[src/design/mmac_pkg.sv]
package mmac_pkg;

  localparam int CLOCK_BITS = 32;
  localparam int CNT_W      = $clog2(CLOCK_BITS + 1);
  localparam int BEATS_W    = 8;
  localparam int CPB_W      = 10;
  localparam int SPAN_W     = BEATS_W + CPB_W;
  localparam int WORD_W     = 14;
  localparam int FIFO_DEPTH = 4;
  localparam int PTR_W      = $clog2(FIFO_DEPTH);
  localparam int FCNT_W     = $clog2(FIFO_DEPTH + 1);

  localparam logic [1:0] FUNC_BEAT   = 2'd0;
  localparam logic [1:0] FUNC_PHASE  = 2'd1;
  localparam logic [1:0] FUNC_RECORD = 2'd2;

  localparam logic [2:0] REG_ENABLED   = 3'd0;
  localparam logic [2:0] REG_CHANNEL   = 3'd1;
  localparam logic [2:0] REG_BEATS     = 3'd2;
  localparam logic [2:0] REG_CPB       = 3'd3;
  localparam logic [2:0] REG_NORMAL    = 3'd4;
  localparam logic [2:0] REG_ACCENT    = 3'd5;
  localparam logic [2:0] REG_RECORD    = 3'd6;
  localparam logic [2:0] REG_NOTE_OFF  = 3'd7;

  localparam logic MSG_NOTE_ON  = 1'b0;
  localparam logic MSG_NOTE_OFF = 1'b1;

  typedef struct packed {
    logic       kind;
    logic [3:0] channel;
    logic [6:0] note;
    logic [6:0] vel;
    logic       last;
  } msg_t;

  typedef struct packed {
    logic                  done;
    logic [CLOCK_BITS-1:0] quo;
    logic [SPAN_W-1:0]     rem;
  } div_res_t;

endpackage

[src/design/midi_metronome_accent_counter_unit.sv]
// channel  | direction | handshake           | payload
// in       | input     | in_valid/in_ready   | func, clock_position
// out      | output    | out_valid/out_ready | message_kind, channel, note_number, velocity, last
// cfg      | input     | cfg_write           | cfg_index, cfg_data
// Beat tick and record run S_ON, then S_OFF when note-off is on; set phase runs S_MUL, then two
// passes of one shift-subtract divider, one quotient bit per cycle over CLOCK_BITS bits.
// A four-message output queue lets the next item enter while results still wait.
// rst is synchronous: registers return to their defaults and the beat count to zero.
// in_ready drops while an item is at work or the queue lacks room for two messages.
module midi_metronome_accent_counter_unit (
  input  logic        clk,
  input  logic        rst,
  input  logic        in_valid,
  output logic        in_ready,
  input  logic [1:0]  func,
  input  logic [31:0] clock_position,
  output logic        out_valid,
  input  logic        out_ready,
  output logic        message_kind,
  output logic [3:0]  channel,
  output logic [6:0]  note_number,
  output logic [6:0]  velocity,
  output logic        last,
  input  logic        cfg_write,
  input  logic [2:0]  cfg_index,
  input  logic [13:0] cfg_data
);

  localparam logic [2:0] S_IDLE = 3'd0;
  localparam logic [2:0] S_MUL  = 3'd1;
  localparam logic [2:0] S_D1S  = 3'd2;
  localparam logic [2:0] S_D1W  = 3'd3;
  localparam logic [2:0] S_D2S  = 3'd4;
  localparam logic [2:0] S_D2W  = 3'd5;
  localparam logic [2:0] S_ON   = 3'd6;
  localparam logic [2:0] S_OFF  = 3'd7;

  logic [2:0]                      state;
  logic                            enabled;
  logic [3:0]                      midi_channel;
  logic [mmac_pkg::BEATS_W-1:0]    beats_per_measure;
  logic [mmac_pkg::CPB_W-1:0]      clocks_per_beat;
  logic [mmac_pkg::WORD_W-1:0]     normal_note_word;
  logic [mmac_pkg::WORD_W-1:0]     accent_note_word;
  logic [mmac_pkg::WORD_W-1:0]     record_note_word;
  logic                            send_note_off;
  logic [mmac_pkg::BEATS_W-1:0]    beats_remaining;
  logic [mmac_pkg::WORD_W-1:0]     cur_word;
  logic [mmac_pkg::CLOCK_BITS-1:0] clk_pos;
  logic [mmac_pkg::SPAN_W-1:0]     span;
  logic [63:0]                     pos64;
  logic                            accept;
  logic                            room2;
  logic                            div_start;
  logic [mmac_pkg::CLOCK_BITS-1:0] div_dividend;
  logic [mmac_pkg::SPAN_W-1:0]     div_divisor;
  mmac_pkg::div_res_t              div_res;
  logic                            push;
  mmac_pkg::msg_t                  push_msg;
  mmac_pkg::msg_t                  out_msg;
  logic [mmac_pkg::BEATS_W-1:0]    phase_v;

  assign in_ready = (state == S_IDLE) && room2;
  assign accept   = in_valid && in_ready;
  assign pos64    = {32'b0, clock_position};
  assign phase_v  = div_res.quo[mmac_pkg::BEATS_W-1:0];

  assign div_start    = (state == S_D1S) || (state == S_D2S);
  assign div_dividend = (state == S_D1S) ? clk_pos
                      : mmac_pkg::CLOCK_BITS'(div_res.rem);
  assign div_divisor  = (state == S_D1S) ? span
                      : {{mmac_pkg::BEATS_W{1'b0}}, clocks_per_beat};

  assign push = (state == S_ON) || (state == S_OFF);

  always_comb begin
    push_msg.channel = midi_channel;
    push_msg.note    = cur_word[6:0];
    if (state == S_OFF) begin
      push_msg.kind = mmac_pkg::MSG_NOTE_OFF;
      push_msg.vel  = 7'd0;
      push_msg.last = 1'b1;
    end else begin
      push_msg.kind = mmac_pkg::MSG_NOTE_ON;
      push_msg.vel  = cur_word[13:7];
      push_msg.last = !send_note_off;
    end
  end

  always_ff @(posedge clk) begin
    if (rst) begin
      state             <= S_IDLE;
      enabled           <= 1'b1;
      midi_channel      <= 4'd9;
      beats_per_measure <= 8'd4;
      clocks_per_beat   <= 10'd96;
      normal_note_word  <= 14'd7717;
      accent_note_word  <= 14'd16293;
      record_note_word  <= 14'd16311;
      send_note_off     <= 1'b1;
      beats_remaining   <= '0;
    end else begin
      unique case (state)
        S_IDLE: begin
          if (accept) begin
            case (func)
              mmac_pkg::FUNC_BEAT: begin
                if (enabled) begin
                  state <= S_ON;
                  if (beats_remaining != '0) begin
                    beats_remaining <= beats_remaining - 1'b1;
                  end else if (beats_per_measure != '0) begin
                    beats_remaining <= beats_per_measure - 1'b1;
                  end
                end
              end
              mmac_pkg::FUNC_PHASE: begin
                if (beats_per_measure != '0 && clocks_per_beat != '0) state <= S_MUL;
              end
              mmac_pkg::FUNC_RECORD: begin
                if (record_note_word[6:0] != '0 && record_note_word[13:7] != '0) begin
                  state <= S_ON;
                end
              end
              default: ;
            endcase
          end
        end
        S_MUL: state <= S_D1S;
        S_D1S: state <= S_D1W;
        S_D1W: if (div_res.done) state <= S_D2S;
        S_D2S: state <= S_D2W;
        S_D2W: begin
          if (div_res.done) begin
            beats_remaining <= (phase_v == '0) ? '0 : beats_per_measure - phase_v;
            state           <= S_IDLE;
          end
        end
        S_ON: state <= send_note_off ? S_OFF : S_IDLE;
        S_OFF: state <= S_IDLE;
        default: state <= S_IDLE;
      endcase
      if (cfg_write) begin
        unique case (cfg_index)
          mmac_pkg::REG_ENABLED:  enabled          <= cfg_data[0];
          mmac_pkg::REG_CHANNEL:  midi_channel     <= cfg_data[3:0];
          mmac_pkg::REG_BEATS: begin
            beats_per_measure <= cfg_data[7:0];
            beats_remaining   <= '0;
          end
          mmac_pkg::REG_CPB: begin
            clocks_per_beat <= cfg_data[9:0];
            beats_remaining <= '0;
          end
          mmac_pkg::REG_NORMAL:   normal_note_word <= cfg_data;
          mmac_pkg::REG_ACCENT:   accent_note_word <= cfg_data;
          mmac_pkg::REG_RECORD:   record_note_word <= cfg_data;
          mmac_pkg::REG_NOTE_OFF: send_note_off    <= cfg_data[0];
          default: ;
        endcase
      end
    end
  end

  always_ff @(posedge clk) begin
    if (accept) begin
      clk_pos <= pos64[mmac_pkg::CLOCK_BITS-1:0];
      if (func == mmac_pkg::FUNC_RECORD) begin
        cur_word <= record_note_word;
      end else if (beats_remaining != '0) begin
        cur_word <= normal_note_word;
      end else begin
        cur_word <= accent_note_word;
      end
    end
    if (state == S_MUL) begin
      span <= {{mmac_pkg::CPB_W{1'b0}}, beats_per_measure}
            * {{mmac_pkg::BEATS_W{1'b0}}, clocks_per_beat};
    end
  end

  mmac_div u_div (
    .clk      (clk),
    .rst      (rst),
    .start    (div_start),
    .dividend (div_dividend),
    .divisor  (div_divisor),
    .res      (div_res)
  );

  mmac_out u_out (
    .clk       (clk),
    .rst       (rst),
    .push      (push),
    .push_msg  (push_msg),
    .room2     (room2),
    .out_valid (out_valid),
    .out_ready (out_ready),
    .out_msg   (out_msg)
  );

  assign message_kind = out_msg.kind;
  assign channel      = out_msg.channel;
  assign note_number  = out_msg.note;
  assign velocity     = out_msg.vel;
  assign last         = out_msg.last;

endmodule

[src/design/mmac_div.sv]
module mmac_div (
  input  logic                            clk,
  input  logic                            rst,
  input  logic                            start,
  input  logic [mmac_pkg::CLOCK_BITS-1:0] dividend,
  input  logic [mmac_pkg::SPAN_W-1:0]     divisor,
  output mmac_pkg::div_res_t              res
);

  logic [mmac_pkg::SPAN_W-1:0]     rem;
  logic [mmac_pkg::CLOCK_BITS-1:0] quo;
  logic [mmac_pkg::SPAN_W-1:0]     dvs;
  logic [mmac_pkg::CNT_W-1:0]      cnt;
  logic                            done;
  logic [mmac_pkg::SPAN_W:0]       sh;
  logic [mmac_pkg::SPAN_W:0]       diff;
  logic                            ge;

  assign sh   = {rem, quo[mmac_pkg::CLOCK_BITS-1]};
  assign ge   = sh >= {1'b0, dvs};
  assign diff = sh - {1'b0, dvs};

  always_ff @(posedge clk) begin
    if (rst) begin
      cnt  <= '0;
      done <= 1'b0;
    end else if (start) begin
      cnt  <= mmac_pkg::CNT_W'(mmac_pkg::CLOCK_BITS);
      done <= 1'b0;
    end else if (cnt != '0) begin
      cnt  <= cnt - 1'b1;
      done <= (cnt == mmac_pkg::CNT_W'(1));
    end else begin
      done <= 1'b0;
    end
  end

  always_ff @(posedge clk) begin
    if (start) begin
      rem <= '0;
      quo <= dividend;
      dvs <= divisor;
    end else if (cnt != '0) begin
      rem <= ge ? diff[mmac_pkg::SPAN_W-1:0] : sh[mmac_pkg::SPAN_W-1:0];
      quo <= {quo[mmac_pkg::CLOCK_BITS-2:0], ge};
    end
  end

  assign res.done = done;
  assign res.quo  = quo;
  assign res.rem  = rem;

endmodule

[src/design/mmac_out.sv]
module mmac_out (
  input  logic               clk,
  input  logic               rst,
  input  logic               push,
  input  mmac_pkg::msg_t     push_msg,
  output logic               room2,
  output logic               out_valid,
  input  logic               out_ready,
  output mmac_pkg::msg_t     out_msg
);

  mmac_pkg::msg_t                mem [mmac_pkg::FIFO_DEPTH];
  logic [mmac_pkg::PTR_W-1:0]    wr_ptr;
  logic [mmac_pkg::PTR_W-1:0]    rd_ptr;
  logic [mmac_pkg::FCNT_W-1:0]   count;
  logic                          pop;

  assign pop       = out_valid && out_ready;
  assign out_valid = count != '0;
  assign room2     = count <= mmac_pkg::FCNT_W'(mmac_pkg::FIFO_DEPTH - 2);
  assign out_msg   = mem[rd_ptr];

  always_ff @(posedge clk) begin
    if (rst) begin
      wr_ptr <= '0;
      rd_ptr <= '0;
      count  <= '0;
    end else begin
      if (push) wr_ptr <= wr_ptr + 1'b1;
      if (pop) rd_ptr <= rd_ptr + 1'b1;
      if (push && !pop) count <= count + 1'b1;
      else if (pop && !push) count <= count - 1'b1;
    end
  end

  always_ff @(posedge clk) begin
    if (push) mem[wr_ptr] <= push_msg;
  end

endmodule

[config.mk]
export PLATFORM = sky130hd
export DESIGN_NAME = midi_metronome_accent_counter_unit
export DESIGN_NICKNAME = d
export VERILOG_FILES = /design/src/design/mmac_pkg.sv /design/src/design/midi_metronome_accent_counter_unit.sv /design/src/design/mmac_div.sv /design/src/design/mmac_out.sv
export SDC_FILE = /design/constraint.sdc
export NUM_CORES = 1
export LEC_CHECK = 0
export ABC_CLOCK_PERIOD_IN_PS = 8600
export BUFFER_PORTS_ARGS = -buffer_cell sky130_fd_sc_hd__buf_2
export CAP_MARGIN = 30
export CORE_UTILIZATION = 55
export DETAILED_ROUTE_END_ITERATION = 7
export MAX_ROUTING_LAYER = met4
export PLACE_DENSITY_LB_ADDON = 0.25
export SLEW_MARGIN = 15
export SYNTH_ARGS = -nofsm -noshare
export SYNTH_HDL_FRONTEND = slang
export SYNTH_SLANG_ARGS = --single-unit
[constraint.sdc]
create_clock -name clk -period 8.6 [get_ports clk]
set_input_delay 0 -clock clk [delete_from_list [all_inputs] [get_ports clk]]
set_output_delay 0 -clock clk [all_outputs]
set_load 0.005 [all_outputs]
# [After elaboration in Yosys (flattened, before gate mapping)]
# Memories as Yosys holds them, arrays and structs flattened. A register that Yosys moved wholly into a read port is not among the register bits.
# Index checks and enable logic that the tools add are counted.
[totals] ff_bits=223 ram_bits=80 in_bits=56 out_inout_bits=22 wordCells=134 mem_count=1
[memory_table] name="u_out.mem" depth=4 word_bits=20 rd=1 rd_clocked_by_memory_dff=1 write_ports=1 line_no="mmac_out.sv:12" rtl="mmac_pkg::msg_t mem [mmac_pkg::FIFO_DEPTH];"
[classes] n_addsub=9 n_mul=1 order_cmp=2 n_eq_ne=24 n_mux=36 bitwise_logic=1 reduce_logical=37
[op_table] operator="$mux W32" n=3
[op_table] operator="$mux W8" n=10
[op_table] operator="$mux W14" n=2
[op_table] operator="$mux W3" n=9
[op_table] operator="$eq A3 B3 Y1 const B" n=8
[op_table] operator="$pmux W3 S8" n=1
[op_table] operator="$ge A19 B18 Y1" n=1
[op_table] operator="$mul A8 B10 Y18" n=1
[op_table] operator="$mux W18" n=1
[op_table] operator="$sub A18 B18 Y18" n=1
[op_table] operator="$pmux W8 S2" n=1
[op_table] operator="$reduce_and A2 Y1" n=8
[op_table] operator="$reduce_bool A8 Y1" n=2
[op_table] operator="$sub A8 B1 Y8 const B" n=2
[op_table] operator="$reduce_bool A7 Y1" n=2
[op_table] operator="$eq A3 B2 Y1 const B" n=4
[op_table] operator="$mux W6" n=2
[op_table] operator="$mux W10" n=1
[op_table] operator="$reduce_bool A10 Y1" n=1
[op_table] operator="$ne A3 B3 Y1 const B" n=3
[op_table] operator="$pmux W3 S3" n=1
[op_table] operator="$logic_not A8 Y1" n=1
[op_table] operator="$sub A8 B8 Y8" n=1
[op_table] operator="$logic_and A1 B1 Y1" n=7
[op_table] operator="other kinds (25)" n=37

# [Longest topological paths before layout]
# Gate-level depths: netlist of the first run.
[logic_depth] word_depth=9 ltp_mapped=18 depth_no_buf=17

# [Cells and area by module]
# From an unflattened synthesis of the first run, not the netlist that was laid out.
[unflattened] hier_cells=1482 hier_area_um2=16664.7
[by_module_without_submodules] mod="midi_metronome_accent_counter_unit" instances=1 cells_per_inst=973 area_per_inst_um2=9276.4 seq_area_each_um2=3463.3
[by_module_without_submodules] mod="mmac_div" instances=1 cells_per_inst=361 area_per_inst_um2=4045.1 seq_area_each_um2=2001.9
[by_module_without_submodules] mod="mmac_out" instances=1 cells_per_inst=148 area_per_inst_um2=3343.2 seq_area_each_um2=2582.5

# [Least setup slack after synthesis of the first run]
# OpenSTA, ideal clock, no wires.
[synth_timing] path_kind="register to register" start="register beats_per_measure[7] in the netlist's numbering" end="register span[16] in the netlist's numbering (data pin)" setup_time_ns=0.258 t_arrival_ns=4.343 required_ns=8.342 slack_ns=4.000 path_stages_with_launch=18 n_path_buf=1 synth_period_minus_slack_ns=4.600 cell_sequence="dfxtp_1 -> clkbuf_1 -> nand2_1 -> fa_1 -> fa_1 -> inv_1 -> fa_1 -> inv_1 -> fa_1 -> inv_1 -> ha_1 -> o21a_1 -> o21a_1 -> o41ai_1 -> o2111ai_1 -> a31o_2 -> a21oi_1 -> xnor2_1"
[synth_via] elab_chain_len=1
[synth_lines] element="from (decl)" line_no="midi_metronome_accent_counter_unit.sv:41" rtl="logic [mmac_pkg::BEATS_W-1:0] beats_per_measure;"
[synth_lines] element="from (signal assigned)" line_no="midi_metronome_accent_counter_unit.sv:148" rtl="beats_per_measure <= cfg_data[7:0];"
[synth_lines] element="$mul A8 B10 Y18" line_no="midi_metronome_accent_counter_unit.sv:178" rtl="* {{mmac_pkg::BEATS_W{1'b0}}, clocks_per_beat};"
[synth_lines] element="to (signal assigned)" line_no="midi_metronome_accent_counter_unit.sv:177" rtl="span <= {{mmac_pkg::CPB_W{1'b0}}, beats_per_measure}"
[synth_lines] element="to (decl)" line_no="midi_metronome_accent_counter_unit.sv:50" rtl="logic [mmac_pkg::SPAN_W-1:0] span;"
# Every way passes these cells.
# A chain may end at the register's enable or synchronous reset.

# [Final worst setup path of the first run]
[layout_timing] start="register beats_per_measure[6] in the netlist's numbering" end="register span[16] in the netlist's numbering (data pin)"
# The elaborated chain is that of the path after synthesis.

==> run_results.csv, run 1 <==
group,metric,value,unit
worst_setup_path,rrSetupSlack,3.72,ns
power_and_ir_drop,p_per_area,300,mW/mm2
synthesis,synth.area.top_cells,"edfxtp_1 (36%), dfxtp_1 (14%), fa_1 (6.3%)",
global_route,antenna_found_initial,0,
worst_setup_path,reg2reg_from,"beats_per_measure[6]$_SDFFE_PP0P_",
synthesis,synth.most_common_cell,"edfxtp_1",
synthesis,yosysWarnings,0,
drt,routed_wl,35900,um
placement,place_congestion,0.880,
worst_setup_path,crit_arrival,5.19,ns
timing,tns,0,ns
synthesis,synthTopCellsByCount,"edfxtp_1 (194), nand2_1 (141), dfxtp_1 (111)",
outcome,status,"finished, final reports clean",
clock_tree,htreeDepth,1,
drt,wl_per_cell,18.2,um
drt,drc_errors,0,
job,drv_cap,0,
clock_tree,post_cts_resized,0,
power_and_ir_drop,p_seq_frac,0.391,
clock_tree,post_cts.repair.setup_buffers,0,
drt,firstDrtPassIters,5,
global_route,met1_usage,0.353,
worst_setup_path,worst_ep_required_time,8.91,ns
drt,ant_nets,0,
global_route,use_met3,0.0320,
timing,fmax,205,MHz
synthesis,synth_top_area_frac,0.359,
worst_setup_path,critical_path_class,"flop to flop",
synthesis,synth_enable_flop_cells,194,
worst_hold_path,hold_depth,3,
synthesis,synth_ff_type,"edfxtp_1",
layout,drive_gt1_frac,0.120,
floorplanning,initial_core_util,0.562,
floorplanning,die-area,0.0302,mm2
synthesis,async_flop_share,0,
global_route,top_usage_layer,"met2",
drt,drtIter0Drc,955,
placement,io_buffers,77,
floorplanning,die_h,174,um
floorplanning,dieWidth,174,um
layout,final_nets,1743,
timing,tightest_slew,0.942,ns
power_and_ir_drop,p_sw_frac,0.347,
worst_setup_path,r2r_end,"span[16]$_DFFE_PP_",
placement,dpl_cell_area,0.0170,mm2
clock_tree,clk_latency,0.57,ns
synthesis,synth_top_area_cell,"edfxtp_1",
worst_hold_path,hp-start,"rst",
synthesis,syn-cell-area,0.0162,mm2
drt,via_count,11265,
clock_tree,cts.sinks,305,
worst_hold_path,min_path_type,"input pin to flop",
power_and_ir_drop,p_int,3650,uW
timing,slew_viol_final,0,
floorplanning,rows,62,
global_route,grt_pass1_wl,58300,um
timing,final-hold-violation-count,0,
power_and_ir_drop,p_clk_frac,0.259,
timing,finalSetupViolCount,0,
placement,place_ws,3.75,ns
timing,period_share,0.568,
global_route,grt_max_degree,83,
timing,max_slew_margin,0.372,
floorplanning,ios,78,
power_and_ir_drop,leakage,0.00745,uW
timing,setup_ws,3.72,ns
power_and_ir_drop,pwr-share-comb,0.350,
layout,area_growth,14.9,%
worst_hold_path,hold_path_end,"u_out.count[0]$_SDFFE_PP0P_",
timing,skew,0.0162,ns
timing,hold_ws,0.104,ns
clock_tree,cts.path.max_buffers,3,
clock_tree,root_buffer,"clkbuf_16",
layout,post-route-util,0.646,
floorplanning,core_area,0.0289,mm2
global_route,grt_pass1_vias,11064,
synthesis,yosysSeqAreaShare,0.496,
clock_tree,cts_tree,"done",
layout,antenna_cells,0,
power_and_ir_drop,p_sw,1940,uW
timing,fin_crit,4.88,ns
clock_tree,cts_buffers,31,
synthesis,syn_nets,1634,
drt,vias_per_cell,5.72,
global_route,grt-ovfl-total,0,
clock_tree,cts_hold_buf,55,
synthesis,synth_seq_cells,305,
synthesis,avgSynthCellArea,11.2,um2
power_and_ir_drop,vdd_drop_max,0.172,mV
clock_tree,clkTransAtPathRegs,0.06,ns
placement,hpwl,24100,um
layout,postLayoutCellArea,0.0186,mm2
synthesis,synth_cell_types,66,
worst_setup_path,start_kind,"flop",
worst_setup_path,critPathMaxFanout,15,
synthesis,synth_cells,1453,
global_route,track_usage,0.249,
worst_setup_path,worstRegToRegCells,13,
timing,rsz0062_at_grt,"false",
global_route,use_met2,0.383,
worst_setup_path,cp-end-kind,"flop",
power groups by stage:
stage / logic (uW) / clock network [uW] / registers (uW)
floorplan: 1500 / 0 / 2120
global placement: 1860 / 0 / 2210
detailed placement: 1890 / 0 / 2210
CTS: 1930 / 1470 / 2190
global route: 2190 / 1530 / 2220
finish: 1950 / 1450 / 2190
how the worst max path moves through the flow:
stage | start | endpoint | slack, ns | cells after the start
after CTS | beats_per_measure[7]$_SDFFE_PP0P_ | span[16]$_DFFE_PP_ | 3.71 | 14
after global placement | beats_per_measure[7]$_SDFFE_PP0P_ | span[16]$_DFFE_PP_ | 3.82 | 16
after global routing | beats_per_measure[5]$_SDFFE_PP0P_ | span[16]$_DFFE_PP_ | 3.38 | 13
after detailed placement | beats_per_measure[7]$_SDFFE_PP0P_ | span[16]$_DFFE_PP_ | 3.75 | 16
after floorplan | beats_per_measure[7]$_SDFFE_PP0P_ | span[16]$_DFFE_PP_ | 4.00 | 17
final | beats_per_measure[6]$_SDFFE_PP0P_ | span[16]$_DFFE_PP_ | 3.72 | 13
cells in the final DEF (no fill, tap or decap), drive strengths merged, types with 32 or more instances in the layout:
cell and count:
nor2b 32, clkbuf 34, dlygate4sd3 55, inv 110, and2 89, nand2 141, buf 95, nor2 61
mux2i 49, fa 51, ha 74, edfxtp 194, dfxtp 111, a21oi 80, o21ai 74
sequential cells by signal (all words and copies together), names as in the netlist, 14 cells and up, named ones only:
register,cells
span,18
u_out.mem,80
normal_note_word,14
cur_word,14
record_note_word,14
u_div.rem,18
u_div.quo,32
accent_note_word,14
u_div.dvs,18
clk_pos,32
final cells by class:
type,count,area (um2)
timing repair buffer,150,1120
sequential,305,8050
tap,384,480
fill,2224,10200
multi-input combinational,965,7480
inverter,109,409
clock buffer,34,787
clock inverter,24,320
logic make-up (layout without fill, tap and decap cells):
group | after synthesis | in the layout | share of synthesized area
XOR/XNOR | 45 | 45 | 0.0243
buffers and inverters | 183 | 317 | 0.0440
adder cells (fa/ha/maj) | 125 | 125 | 0.120
AND/OR/NAND/NOR | 434 | 434 | 0.138
multiplexers | 80 | 80 | 0.0656
AO/OA/AOI/OAI | 281 | 281 | 0.112
flip-flops | 305 | 305 | 0.496
per-layer routing:
metal,wire length [um],part of all wire
met1,16700,0.46
met2,16600,0.46
met3,1890,0.053
met4,661,0.018
met5,0,0
worst max-delay path, cell delays in order (launching register included):
cell	delay, ns
dfxtp_1	0.64
and2_1	0.22
fa_1	0.45
fa_1	0.53
fa_1	0.54
inv_1	0.05
fa_1	0.52
inv_1	0.04
ha_1	0.24
o41ai_1	0.60
o2111ai_1	0.22
a31o_2	0.27
a21oi_1	0.17
xnor2_1	0.09
per-stage QoR:
step                      instances  power [uW]
after floorplan                1453        3610
after global placement         1852        4060
after detailed placement       1856        4110
after CTS                      1969        5590
after global routing           1971        5930
final                          1971        5590
Power figures use the tool's default switching activity.
==> inputs of run 2 (changes only) <==
--- a/config.mk
+++ b/config.mk
@@ -5,7 +5,8 @@
 export SDC_FILE = /design/constraint.sdc
 export NUM_CORES = 1
 export LEC_CHECK = 0
-export ABC_CLOCK_PERIOD_IN_PS = 8600
+export ABC_AREA = 1
+export ABC_CLOCK_PERIOD_IN_PS = 5100
 export BUFFER_PORTS_ARGS = -buffer_cell sky130_fd_sc_hd__buf_2
 export CAP_MARGIN = 30
 export CORE_UTILIZATION = 55
==> constraint.sdc (replaced) <==
create_clock -name clk -period 5.1 [get_ports clk]
set_input_delay 0 -clock clk [delete_from_list [all_inputs] [get_ports clk]]
set_output_delay 0 -clock clk [all_outputs]
set_load 0.005 [all_outputs]
==> run_results.csv, run 2 <==
group,metric,value,unit
outcome,status,"finished, final reports clean",
worst_setup_path,critPathMaxFanout,14,
synthesis,synth_enable_flop_cells,194,
worst_setup_path,worstRegToRegCells,16,
synthesis,yosysWarnings,0,
layout,nFillCells,2443,
synthesis,synth.area.top_cells,"edfxtp_1 (35%), dfxtp_1 (13%), nand2_1 (9.4%)",
job,drv_cap,0,
global_route,track_usage,0.267,
worst_hold_path,min_path_type,"input pin to flop",
layout,final_cell_mix,"nand2_1 (421), inv_1 (295), edfxtp_1 (194)",
clock_tree,cts.sinks,305,
timing,tns,0,ns
global_route,grt-ovfl-total,0,
layout,post-route-util,0.642,
floorplanning,rows,63,
layout,final_common_cell,"nand2_1",
drt,vias_per_cell,5.39,
timing,slew_viol_final,0,
clock_tree,htreeDepth,1,
floorplanning,initial_core_util,0.563,
layout,final_nets,2226,
clock_tree,root_buffer,"clkbuf_16",
global_route,grt_pass1_vias,12695,
synthesis,async_flop_share,0,
power_and_ir_drop,leakage,0.00906,uW
floorplanning,core_area,0.0298,mm2
drt,via_count,13262,
timing,tightest_slew,0.934,ns
layout,fin_cells,2461,
placement,place_congestion,0.950,
layout,reg_top3,"u_out.mem (80), clk_pos (32), u_div.quo (32)",
timing,finalSetupViolCount,0,
timing,period_share,0.892,
placement,io_buffers,77,
timing,fin_crit,4.55,ns
layout,largest_reg_flops,80,
drt,ant_nets,0,
clock_tree,clkTransAtPathRegs,0.06,ns
synthesis,synth.most_common_cell,"nand2_1",
synthesis,synth_cell_types,46,
placement,hpwl,27200,um
worst_hold_path,hold_depth,2,
drt,drc_errors,0,
drt,routed_wl,39600,um
worst_setup_path,rrSetupSlack,0.55,ns
clock_tree,cts.path.max_buffers,3,
synthesis,avgSynthCellArea,8.67,um2
synthesis,syn_nets,2116,
drt,wl_per_cell,16.1,um
worst_setup_path,critical_path_class,"flop to flop",
drt,firstDrtPassIters,6,
floorplanning,ios,78,
synthesis,synth_seq_cells,305,
synthesis,yosysSeqAreaShare,0.479,
worst_setup_path,crit_arrival,4.87,ns
worst_setup_path,start_kind,"flop",
power_and_ir_drop,vdd_drop_max,0.331,mV
drt,drtIter0Drc,1343,
timing,rsz0062_at_grt,"false",
global_route,grt_pass1_wl,64200,um
synthesis,synthTopCellsByCount,"nand2_1 (421), inv_1 (296), edfxtp_1 (194)",
clock_tree,cts_buffers,31,
synthesis,syn-cell-area,0.0168,mm2
worst_setup_path,worst_ep_required_time,5.42,ns
synthesis,synth_cells,1935,
floorplanning,die_h,177,um
placement,dpl.cell_count,2346,
global_route,antenna_found_initial,1,
power_and_ir_drop,p_per_area,526,mW/mm2
clock_tree,clk_latency,0.57,ns
synthesis,synth_ff_type,"edfxtp_1",
global_route,grt_max_degree,53,
worst_setup_path,reg2reg_from,"beats_per_measure[7]$_SDFFE_PP0P_",
layout,largest-register,"u_out.mem",
synthesis,synth_top_area_cell,"edfxtp_1",
layout,area_growth,14.0,%
clock_tree,cts_tree,"done",
synthesis,synth_top_area_frac,0.347,
floorplanning,die-area,0.0312,mm2
timing,max_slew_margin,0.376,
timing,skew,0.0127,ns
worst_hold_path,hold_path_end,"clk_pos[26]$_DFFE_PP_",
floorplanning,dieWidth,177,um
layout,drive_gt1_frac,0.0952,
worst_setup_path,r2r_end,"span[12]$_DFFE_PP_",
worst_hold_path,hp-start,"clock_position[26]",
timing,fmax,220,MHz
worst_setup_path,cp-end-kind,"flop",
timing,final-hold-violation-count,0,
-- run 2: changes by cell type after synthesis, moves of 16 or more --
cell,change
nand2b_1,-16
nor2_1,+125
and2_1,-88
mux4_2,-20
a211o_1,-28
mux2i_1,-49
nand3_1,+90
o21ai_0,+86
nor2b_1,-31
inv_1,+187
nand2_1,+280
o22ai_1,+20
-- run 2: worst max-delay path by stage --
stage                                    end  cells past startpoint                              start  slack [ns]
after detailed placement  span[12]$_DFFE_PP_                     16  beats_per_measure[7]$_SDFFE_PP0P_        0.59
after global routing      span[12]$_DFFE_PP_                     16  beats_per_measure[7]$_SDFFE_PP0P_        0.23
after floorplan           span[12]$_DFFE_PP_                     17  beats_per_measure[7]$_SDFFE_PP0P_        0.77
after global placement    span[12]$_DFFE_PP_                     16  beats_per_measure[7]$_SDFFE_PP0P_        0.63
final                     span[12]$_DFFE_PP_                     16  beats_per_measure[7]$_SDFFE_PP0P_        0.55
after CTS                 span[12]$_DFFE_PP_                     16  beats_per_measure[7]$_SDFFE_PP0P_        0.58
-- run 2: kinds of logic after synthesis --
family | Yosys count | synth area share
AO/OA/AOI/OAI | 313 | 0.104
XOR/XNOR | 31 | 0.0162
adder cells (fa/ha/maj) | 125 | 0.116
buffers and inverters | 385 | 0.0889
flip-flops | 305 | 0.479
AND/OR/NAND/NOR | 776 | 0.196
-- run 2: per-layer routing --
metal  global-route usage  vias to the layer above  share of wire
li1                     -                     6521              -
met1                0.369                     6288           0.46
met2                0.421                      396           0.46
met3               0.0344                       57          0.063
met4               0.0582                        0          0.018
met5                    -                        -              0
-- run 2: repair_timing --
action	in CTS	in global routing
endpoints found under the hold margin	116	0
hold buffers	56	0
setup buffers	0	0
resized for setup	0	0
-- run 2: power breakdown --
part | switching, uW | internal (uW)
Sequential | 292 | 3430
Clock | 976 | 1410
Combinational | 2650 | 1320
Total | 3920 | 6150
-- run 2: final cells by class --
cell class	instances	area [um2]	area share
Sequential cell	305	8050	0.420
Inverter	315	1180	0.0618
Clock buffer	37	818	0.0428
Antenna cell	1	2.50	0.000131
Multi-Input combinational cell	1245	7240	0.379
Tap cell	390	488	0.0255
Clock inverter	21	265	0.0139
Timing Repair Buffer	147	1090	0.0570
-- run 2: stage by stage --
stage | power, uW | cell area [um2] | hold slack [ns] | setup slack [ns]
2_1_floorplan | 6570 | 16800 | 0.0691 | 0.773
3_3_place_gp | 7490 | 17400 | 0.176 | 0.626
3_5_place_dp | 7620 | 17500 | 0.178 | 0.591
4_1_cts | 10100 | 19100 | 0.125 | 0.576
5_1_grt | 10800 | 19100 | 0.134 | 0.229
6_report | 10100 | 19100 | 0.143 | 0.549
-- run 2: worst max-delay path, stage by stage (launching register included) --
cell	delay (ns)
dfxtp_1	0.66
nand2_1	0.15
fa_1	0.53
fa_1	0.56
inv_1	0.06
fa_1	0.52
inv_1	0.05
fa_1	0.52
inv_1	0.04
ha_1	0.34
nand2_1	0.11
inv_1	0.05
a21oi_1	0.23
o21ai_0	0.17
nand3_1	0.10
nand2_1	0.06
xor2_1	0.14
